**src/design/sha1_message_digest_macros.svh**
```systemverilog
// Assertion macros for the SHA-1 digest block.
`ifndef SHA1_MESSAGE_DIGEST_MACROS_SVH
`define SHA1_MESSAGE_DIGEST_MACROS_SVH
`define SHA1_ASSERT_IMPL(label, clk, rst_n, ante, cons) \
    label: assert property (@(posedge clk) disable iff (!rst_n) (ante) |-> (cons)) \
        else $error("assertion failed");
`define SHA1_ASSERT_NEXT(label, clk, rst_n, ante, cons) \
    label: assert property (@(posedge clk) disable iff (!rst_n) (ante) |=> (cons)) \
        else $error("assertion failed");
`endif

```
**src/design/sha1_pkg.sv**
```systemverilog
// Package: SHA-1 constants and round helpers.
package sha1_pkg;
    localparam int unsigned BufDepth = 64;
    localparam int unsigned PadLimit = 56;
    localparam int unsigned Rounds = 80;
    localparam int unsigned ChainWords = 5;

    localparam logic OP_ABSORB = 1'b0;
    localparam logic OP_FINISH = 1'b1;

    function automatic logic [31:0] init_chain(input logic [2:0] idx);
        logic [31:0] v;
        case (idx)
            3'd0: v = 32'h67452301;
            3'd1: v = 32'hefcdab89;
            3'd2: v = 32'h98badcfe;
            3'd3: v = 32'h10325476;
            default: v = 32'hc3d2e1f0;
        endcase
        return v;
    endfunction

    function automatic logic [31:0] round_fk(input logic [6:0] r, input logic [31:0] b,
                                             input logic [31:0] c, input logic [31:0] d);
        logic [31:0] f;
        logic [31:0] k;
        if (r < 7'd20) begin
            f = (b & c) | (~b & d);
            k = 32'h5a827999;
        end else if (r < 7'd40) begin
            f = b ^ c ^ d;
            k = 32'h6ed9eba1;
        end else if (r < 7'd60) begin
            f = (b & c) | (b & d) | (c & d);
            k = 32'h8f1bbcdc;
        end else begin
            f = b ^ c ^ d;
            k = 32'hca62c1d6;
        end
        return f + k;
    endfunction
endpackage

```
**src/design/sha1_message_digest.sv**
```systemverilog
// SHA-1 digest: byte buffer memory, 80-round compression, digest output.
// An absorb beat writes one byte; the 64th byte of a block starts a buffer
// load, 80 rounds (one per cycle) and an update of the chain words.
// Finish pads one byte per cycle to the block end, runs one or two
// compressions, then emits five words. No byte is taken while a block is
// loaded or compressed or the digest is emitted; rst_n low loads the chain.
module sha1_message_digest (
    input  logic        clk,
    input  logic        rst_n,
    input  logic        in_valid,
    output logic        in_ready,
    input  logic        operation,
    input  logic [7:0]  data_byte,
    output logic        out_valid,
    input  logic        out_ready,
    output logic [31:0] digest_word,
    output logic [2:0]  word_index,
    output logic        last_word
);
`include "sha1_message_digest_macros.svh"

    typedef enum logic [2:0] {
        S_IDLE, S_PAD, S_LOAD, S_ROUND, S_UPDATE, S_EMIT
    } state_t;

    state_t      state_reg;
    logic [7:0]  buf_mem [sha1_pkg::BufDepth];
    logic [7:0]  rd_data_reg;
    logic [5:0]  fill_reg;
    logic [60:0] msg_reg;
    logic [63:0] bits_reg;
    logic        finishing_reg;
    logic        pad_len_reg;
    logic [31:0] h_reg [sha1_pkg::ChainWords];
    logic [31:0] a_reg, b_reg, c_reg, d_reg, e_reg;
    logic [31:0] w_reg [16];
    logic [6:0]  cnt_reg;
    logic [2:0]  widx_reg;
    logic [31:0] word_acc_reg;

    logic        wr_en;
    logic [5:0]  wr_addr;
    logic [7:0]  wr_data;
    logic [5:0]  rd_addr;
    logic [7:0]  pad_byte;
    logic [31:0] wt;
    logic [31:0] sched;
    logic [31:0] t_sum;

    assign in_ready    = (state_reg == S_IDLE);
    assign out_valid   = (state_reg == S_EMIT);
    assign digest_word = h_reg[widx_reg];
    assign word_index  = widx_reg;
    assign last_word   = (widx_reg == 3'd4);

    always_comb
    begin
        if (fill_reg == 6'd56 && pad_len_reg) begin
            pad_byte = bits_reg[63:56];
        end else if (fill_reg > 6'd56 && pad_len_reg) begin
            pad_byte = bits_reg[63:56];
        end else begin
            pad_byte = 8'h00;
        end
    end

    // byte write path
    always_comb
    begin
        wr_en   = 1'b0;
        wr_addr = fill_reg;
        wr_data = data_byte;
        if (state_reg == S_IDLE && in_valid && operation == sha1_pkg::OP_ABSORB) begin
            wr_en = 1'b1;
        end else if (state_reg == S_IDLE && in_valid) begin
            wr_en   = 1'b1;
            wr_data = 8'h80;
        end else if (state_reg == S_PAD) begin
            wr_en   = 1'b1;
            wr_data = pad_byte;
        end
    end

    assign rd_addr = cnt_reg[5:0];

    always_ff @(posedge clk)
    begin
        if (wr_en) begin
            buf_mem[wr_addr] <= wr_data;
        end
        rd_data_reg <= buf_mem[rd_addr];
    end

    assign sched = w_reg[13] ^ w_reg[8] ^ w_reg[2] ^ w_reg[0];
    assign wt = (cnt_reg < 7'd16) ? w_reg[0] : {sched[30:0], sched[31]};
    assign t_sum = {a_reg[26:0], a_reg[31:27]} + e_reg + wt
                 + sha1_pkg::round_fk(cnt_reg, b_reg, c_reg, d_reg);

    always_ff @(posedge clk or negedge rst_n)
    begin
        if (!rst_n) begin
            state_reg     <= S_IDLE;
            fill_reg      <= '0;
            msg_reg       <= '0;
            bits_reg      <= '0;
            finishing_reg <= 1'b0;
            pad_len_reg   <= 1'b0;
            cnt_reg       <= '0;
            widx_reg      <= '0;
            word_acc_reg  <= '0;
            for (int i = 0; i < 5; i++) begin
                h_reg[i] <= sha1_pkg::init_chain(3'(i));
            end
        end else begin
            case (state_reg)
                S_IDLE:
                begin
                    if (in_valid) begin
                        fill_reg <= fill_reg + 6'd1;
                        if (operation == sha1_pkg::OP_ABSORB) begin
                            msg_reg <= msg_reg + 61'd1;
                            if (fill_reg == 6'd63) begin
                                finishing_reg <= 1'b0;
                                cnt_reg       <= '0;
                                state_reg     <= S_LOAD;
                            end
                        end else begin
                            bits_reg      <= {msg_reg, 3'b000};
                            finishing_reg <= 1'b1;
                            pad_len_reg   <= (fill_reg < 6'd56);
                            if (fill_reg == 6'd63) begin
                                cnt_reg   <= '0;
                                state_reg <= S_LOAD;
                            end else begin
                                state_reg <= S_PAD;
                            end
                        end
                    end
                end
                S_PAD:
                begin
                    fill_reg <= fill_reg + 6'd1;
                    if (pad_len_reg && fill_reg >= 6'd56) begin
                        bits_reg <= {bits_reg[55:0], 8'h00};
                    end
                    if (fill_reg == 6'd63) begin
                        cnt_reg   <= '0;
                        state_reg <= S_LOAD;
                    end
                end
                S_LOAD:
                begin
                    // registered read: byte i arrives at count i+1
                    cnt_reg <= cnt_reg + 7'd1;
                    if (cnt_reg != 7'd0) begin
                        word_acc_reg <= {word_acc_reg[23:0], rd_data_reg};
                        if (cnt_reg[1:0] == 2'd0) begin
                            for (int i = 0; i < 15; i++) begin
                                w_reg[i] <= w_reg[i + 1];
                            end
                            w_reg[15] <= {word_acc_reg[23:0], rd_data_reg};
                        end
                    end
                    if (cnt_reg == 7'd64) begin
                        cnt_reg <= '0;
                        a_reg   <= h_reg[0];
                        b_reg   <= h_reg[1];
                        c_reg   <= h_reg[2];
                        d_reg   <= h_reg[3];
                        e_reg   <= h_reg[4];
                        state_reg <= S_ROUND;
                    end
                end
                S_ROUND:
                begin
                    for (int i = 0; i < 15; i++) begin
                        w_reg[i] <= w_reg[i + 1];
                    end
                    w_reg[15] <= wt;
                    a_reg <= t_sum;
                    b_reg <= a_reg;
                    c_reg <= {b_reg[1:0], b_reg[31:2]};
                    d_reg <= c_reg;
                    e_reg <= d_reg;
                    cnt_reg <= cnt_reg + 7'd1;
                    if (cnt_reg == 7'(sha1_pkg::Rounds - 1)) begin
                        state_reg <= S_UPDATE;
                    end
                end
                S_UPDATE:
                begin
                    h_reg[0] <= h_reg[0] + a_reg;
                    h_reg[1] <= h_reg[1] + b_reg;
                    h_reg[2] <= h_reg[2] + c_reg;
                    h_reg[3] <= h_reg[3] + d_reg;
                    h_reg[4] <= h_reg[4] + e_reg;
                    fill_reg <= '0;
                    if (!finishing_reg) begin
                        state_reg <= S_IDLE;
                    end else if (!pad_len_reg) begin
                        pad_len_reg <= 1'b1;
                        state_reg   <= S_PAD;
                    end else begin
                        widx_reg  <= '0;
                        state_reg <= S_EMIT;
                    end
                end
                S_EMIT:
                begin
                    if (out_ready) begin
                        widx_reg <= widx_reg + 3'd1;
                        if (widx_reg == 3'd4) begin
                            widx_reg      <= '0;
                            fill_reg      <= '0;
                            msg_reg       <= '0;
                            finishing_reg <= 1'b0;
                            for (int i = 0; i < 5; i++) begin
                                h_reg[i] <= sha1_pkg::init_chain(3'(i));
                            end
                            state_reg <= S_IDLE;
                        end
                    end
                end
                default:
                begin
                    state_reg <= S_IDLE;
                end
            endcase
        end
    end

    `SHA1_ASSERT_IMPL(a_emit_idx, clk, rst_n, out_valid, word_index <= 3'd4)
    `SHA1_ASSERT_NEXT(a_last_idle, clk, rst_n, out_valid && out_ready && last_word, in_ready)
    `SHA1_ASSERT_IMPL(a_excl, clk, rst_n, out_valid, !in_ready)
    `SHA1_ASSERT_NEXT(a_round_cnt, clk, rst_n, state_reg == S_ROUND && cnt_reg == 7'd79,
        state_reg == S_UPDATE)
endmodule
```
**config.mk**
```make
export PLATFORM = sky130hd
export DESIGN_NAME = sha1_message_digest
export DESIGN_NICKNAME = d
export VERILOG_FILES = /design/src/design/sha1_pkg.sv /design/src/design/sha1_message_digest.sv
export VERILOG_INCLUDE_DIRS = /design/src /design/src/design
export SDC_FILE = /design/constraint.sdc
export NUM_CORES = 2
export LEC_CHECK = 0
export BUFFER_PORTS_ARGS = -buffer_cell sky130_fd_sc_hd__buf_2
export CORE_UTILIZATION = 55
export CTS_CLUSTER_DIAMETER = 60
export CTS_CLUSTER_SIZE = 30
export DETAILED_ROUTE_END_ITERATION = 10
export PLACE_DENSITY = 0.68
export SYNTH_ARGS = -nofsm -noshare
export SYNTH_HDL_FRONTEND = slang
export SYNTH_SLANG_ARGS = --single-unit
```
**constraint.sdc**
```tcl
create_clock -name clk -period 22.3 [get_ports clk]
set_clock_uncertainty 0.1 [all_clocks]
set_input_delay 1.115 -clock clk [delete_from_list [all_inputs] [get_ports clk]]
set_output_delay 1.115 -clock clk [all_outputs]
set_load 0.05 [all_outputs]
```
* Yosys cells after proc, flatten, opt, wreduce, memory -nomap -nowiden *
Memories as Yosys holds them, arrays and structs flattened. A register that Yosys moved wholly into a read port is not among the register bits.
Index checks and enable logic that the tools add are counted.

storage, ports and cells
  register bits after elaboration = 490
  memory bits (writable) = 1,024
  input bits = 13
  output and inout bits = 38
  word-level logic and storage cells = 220
  memories = 2

memories
  name     words  bits a word  rd ports  clocked after Yosys merged registers in  write ports  line                       RTL
  buf_mem  64     8            1         1                                        1            sha1_message_digest.sv:27  logic [7:0] buf_mem [sha1_pkg::BufDepth];
  w_reg    16     32           16        0                                        16           sha1_message_digest.sv:36  logic [31:0] w_reg [16];

operators by class
  add/subtract/negate cells = 13
  magnitude comparators = 8
  equality and inequality tests = 21
  multiplexer cells = 98
  bitwise operators = 31
  reduce and logical (&&, ||, !) cells = 28

operator list
  cell                     number
  $mux W32                 29
  $mux W160                2
  $pmux W160 S2            1
  $pmux W32 S2             5
  $add A32 B32 Y32         9
  $mux W61                 4
  $mux W64                 3
  $xor A32 B32 Y32         5
  $and A32 B32 Y32         4
  $pmux W64 S2             1
  $pmux W61 S2             1
  $bmux W32 S3             1
  $or A32 B32 Y32          3
  $add A61 B1 Y61 const B  1
  $mux W8                  5
  $mux W3                  13
  $not A32 Y32             1
  $mux W31                 1
  $pmux W7 S4              1
  $pmux W6 S4              1
  $mux W7                  3
  $mux W1                  19
  $mux W6                  3
  $pmux W3 S6              1
  33 further kinds         82

* Longest topological paths before layout *
  depth after elaboration = 9
  depth in mapped cells = 27
  depth with buffers taken out = 24

* Worst setup path after synthesis *
No wires, ideal clock.

  kind = flip-flop to flip-flop
  start = register cnt_reg[0]
  end = memory w_reg[0][0] (enable)
  library setup time = 0.878 ns
  arrival = 12.798 ns
  required time = 21.322 ns
  path slack = 8.524 ns
  cell stages (with the launch flop) = 11
  path buffers = 4
  period minus slack after synthesis = 13.776 ns
  cell sequence = dfrtp_1 -> clkbuf_1 -> buf_1 -> buf_2 -> inv_1 -> ha_1 -> nand3_1 -> nand3_1 -> nor2_1 -> clkbuf_1 -> a21o_1

RTL lines
  element                 line                        RTL
  start, declared         sha1_message_digest.sv:37   logic [6:0] cnt_reg;
  start signal, assigned  sha1_message_digest.sv:154  cnt_reg <= cnt_reg + 7'd1;
  start signal, assigned  sha1_message_digest.sv:185  cnt_reg <= cnt_reg + 7'd1;
  end, declared           sha1_message_digest.sv:36

* Final worst setup path *
  start = register cnt_reg[4]
  end = register a_reg[29] (data pin)

between the ends
  cells in the longest elaborated chain, start to end = 7
  elaborated cells between the ends (all ways) = 15
  classes of those cells = 3 x add/sub; 4 x order compare; 8 x mux

RTL lines
  element                               line                        RTL
  $lt A7 B6 Y1                          sha1_pkg.sv:33              end else if (r < 7'd60) begin
  $mux W32 or $mux W31 (tied branches)  sha1_pkg.sv:33
  $mux W32                              sha1_pkg.sv:30              end else if (r < 7'd40) begin
  $mux W32                              sha1_pkg.sv:27              if (r < 7'd20) begin
  $add A32 B32 Y32                      sha1_pkg.sv:40              return f + k;
  $add A32 B32 Y32 *                    sha1_message_digest.sv:97   + sha1_pkg::round_fk(cnt_reg, b_reg, c_reg, d_reg);
  $pmux W32 S2 *                        sha1_message_digest.sv:115  case (state_reg)
  end signal, assigned                  sha1_message_digest.sv:166  a_reg <= h_reg[0];
  end signal, assigned                  sha1_message_digest.sv:180  a_reg <= t_sum;
  end, declared                         sha1_message_digest.sv:35   logic [31:0] a_reg, b_reg, c_reg, d_reg, e_reg;

Mark *: on every way between the ends. The rest lies on a longest branch, timed or not.
A chain may end at the register's enable or synchronous reset.

==> impl_results.md <==
- Commonest cells after routing, fill and taps aside: sky130_fd_sc_hd__edfxtp_1, sky130_fd_sc_hd__nand2_1, sky130_fd_sc_hd__o21ai_0, sky130_fd_sc_hd__nor2_1, sky130_fd_sc_hd__a21oi_1
- Max Fclk: 121.5 MHz
- Synth Register Bits: 1519
- Vias in the first global route: approximately 42000
- # nets final: 5671
- Synthesized cell area: 71090 sq um
- Effective utilization at floorplan: 55.60%
- Post-synthesis to final-layout area growth: 8.654%
- First-pass GRT wire length: 259.0 mm
- Slew at the pin with the worst max-slew slack: between 1 and 1.5 ns
- Critical path buffer and inverter count: 2
- Pre-Repair DR Iteration Count: 8
- Clock buffers created by TritonCTS: 116
- Pin count of the biggest net entering global routing: 206
- Number of instances resized during post-cts repair: 0
- Total DRC errors in the routed layout: 0
- Worst vdd ir: 204.9 uV
- Y dimension of the die: about 360 um
- Layout Utilization: just over 60%
- Post-Synthesis Cells: between 5000 and 6000
- Reg area: 44010 sq um
- Synthesized area divided by synthesized cell count: 13.30 sq um
- Bufs on Longest Clock Path: 3
- DR iter-0 viols: 4113
- Routed wire length per instance: around 24 um
- Design Power: approximately 0.012 W
- Half-perimeter wire length after detailed placement: 114.4 mm
- Placeable Area: 127800 sq um
- Placement Cell Area: approximately 73000 sq um
- Post-DRT Antenna Nets: 0
- Warnings from Yosys: 0
- Slowest Stage Delay on Critical Path: 0.84 ns
- TritonCTS clock tree: yes
- Die area: 130700 sq um
- Die extent in x: ~360 um
- Dominant register cell in the synthesized netlist: sky130_fd_sc_hd__edfxtp_1
- Async SR Flop Fraction: between 20% and 30%
- Count of endpoints failing hold in the final timing report: 0
- Yosys cell types: 92
- Global-route usage over all layers: about a quarter
- Clock network latency to the later pin of the worst-skew pair: around 0.76 ns
- Data required time of the critical path: 22.68 ns
- PortBufs: 50
- Number of synthesized flops with an enable pin: 1184
- Crit path kind: flop to flop
- Hold-fix buffers, CTS: 0
- Sequence of cells on the critical path: and3_1 > or3_1 > inv_1 > nor2_2 > buf_4 > a221o_1 > fa_1 > fa_1 > ha_1 > a21o_1 > a21o_1 > a21o_1 > a41oi_1 > a21boi_0 > o31a_1 > o21ai_0 > o41ai_1 > o21ai_0 > nand4b_1 > o211ai_1
- Post-Route Setup TNS: 0 ns
- Slowest cell on the critical path: sky130_fd_sc_hd__and3_1
- Tightest Hold Check Type: input port to async pin
- Sequential element share of the synthesized area: 61.89%
- Global placer's final weighted congestion: 0.9344
- Global-route congestion overflow total: 0
- Initial antenna violation count: 5
- Htree depth: 3
- Power Density: ~150 nW/um^2
- Data arrival, critical path: 8.61 ns
- Vias after detailed routing: around 43000
- # Max-Cap Violations: 0
- Combined area of the multi-input logic cells: 25400 sq um
- Root Buffer Master: sky130_fd_sc_hd__clkbuf_16
- Post-Route WL: 169.6 mm
- IO Count: 51
- Result of the run: finished, final reports clean
- Clock sinks: between 1500 and 2000
- Syn Nets: around 5700
- Final cell area excluding filler cells: 77240 sq um
- Vias per inst: between 6 and 7
- CTS clock-pin slew for the worst setup and hold paths: around 0.08 ns
- Leakage Power: 28.81 nW
- Most frequent standard cell in the layout excluding fill and tap cells: sky130_fd_sc_hd__edfxtp_1
- Max Slew Vio Count: 0
- Fraction of the cycle the final worst path needs: between 30% and 40%
- Worst relative slew slack: between 15 and 20%
- Highest fanout seen on the critical path: 23
- Fillers: about 9800
- Crit path launch type: flop
- Clock period minus worst slack: 8.230 ns
- Most common cell type on the critical path: sky130_fd_sc_hd__a21o_1
- Fraction of layout cells with a size suffix above 1: 11.59%
- Setup repair after global routing missed its margin: false
- Number of buffers inserted to repair setup after CTS: 0
- Kind of cell adding the most delay to the critical path: compound AO/OA/AOI/OAI gates
- Rows: 131
- CP Capture Type: flop
- Final-report setup violation count: 0
==> path summary, 6_finish.rpt <==
kind | from | to | slack (ns) | cells after the start
max | cnt_reg[4] | a_reg[29] | 14.07 | 20
min | rst_n | h_reg[106] | 0.17 | 1
max reg2reg | cnt_reg[4] | a_reg[29] | 14.07 | 20
min reg2reg | w_reg[1][82] | w_reg[1][50] | 0.31 | 0
max in group asynchronous | rst_n | h_reg[51] | 20.04 | 3
min in group clk | w_reg[1][82] | w_reg[1][50] | 0.31 | 0
==> layout make-up <==
| type | instances | area share, % |
|---|---|---|
| diodes | 3 | 0.009719 |
| clock buffers | 131 | 4.033 |
| clock inverters | 89 | 1.367 |
| inverters | 244 | 1.186 |
| multi-input cells | 3353 | 32.88 |
| flip-flops and latches | 1519 | 56.98 |
| well taps | 1662 | 2.692 |
| repair buffers | 99 | 0.8456 |
==> per-layer routing <==
layer / track usage [%] / wire length (um) / vias to the layer above
met3: 3.517 / 8985 / 333
met2: 42.80 / 82190 / 1335
met1: 35.72 / 71460 / 21510
li1: - / - / 19650
met4: 9.887 / 6937 / 2
met5: 0 / 13 / -
==> metrics by stage <==
step	hold WS [ns]	instances	setup WS, ns
6_report	0.1660	7100	14.07
5_1_grt	0.1422	7099	13.48
4_1_cts	0.1315	7097	14.32
3_5_place_dp	0.3045	6877	14.35
3_3_place_gp	0.3001	6877	14.58
2_1_floorplan	0.3003	5346	8.524
==> kinds of logic after synthesis <==
family	count (synthesis)	share of synthesized area, %
DFF	1519	61.89
and+or+nand+nor	1291	7.980
AOI/OAI and AO/OA	1103	9.568
buffers and inverters	474	2.538
muxes	335	7.301
adders and majority gates	325	7.040
xor gates and xnor gates	299	3.684
==> where the power goes <==
group / switching (W) / leakage [nW] / internal (W)
clock: 0.00113 / 1.99 / 0.00113
combinational: 0.00345 / 12.1 / 0.00221
sequential: 0.000337 / 14.7 / 0.00365
==> Yosys cell counts, types with 44 or more instances <==
cell | number | area share, %
sky130_fd_sc_hd__edfxtp_1 | 1184 | 50
sky130_fd_sc_hd__nand2_1 | 649 | 3.4
sky130_fd_sc_hd__o21ai_0 | 392 | 2.8
sky130_fd_sc_hd__nor2_1 | 284 | 1.5
sky130_fd_sc_hd__a21oi_1 | 269 | 1.9
sky130_fd_sc_hd__dfrtp_1 | 247 | 8.7
sky130_fd_sc_hd__inv_1 | 242 | 1.3
sky130_fd_sc_hd__ha_1 | 200 | 3.5
sky130_fd_sc_hd__xnor2_1 | 194 | 2.4
sky130_fd_sc_hd__clkbuf_1 | 182 | 0.96
sky130_fd_sc_hd__mux2i_1 | 163 | 2.3
sky130_fd_sc_hd__mux4_2 | 144 | 4.6
sky130_fd_sc_hd__fa_1 | 125 | 3.5
sky130_fd_sc_hd__xor2_1 | 105 | 1.3
sky130_fd_sc_hd__nand3_1 | 102 | 0.72
sky130_fd_sc_hd__a21o_1 | 91 | 0.96
sky130_fd_sc_hd__dfstp_2 | 80 | 3.0
sky130_fd_sc_hd__nor3_1 | 52 | 0.37
sky130_fd_sc_hd__o22ai_1 | 44 | 0.39
No activity file was read; power rests on OpenSTA's default activity.
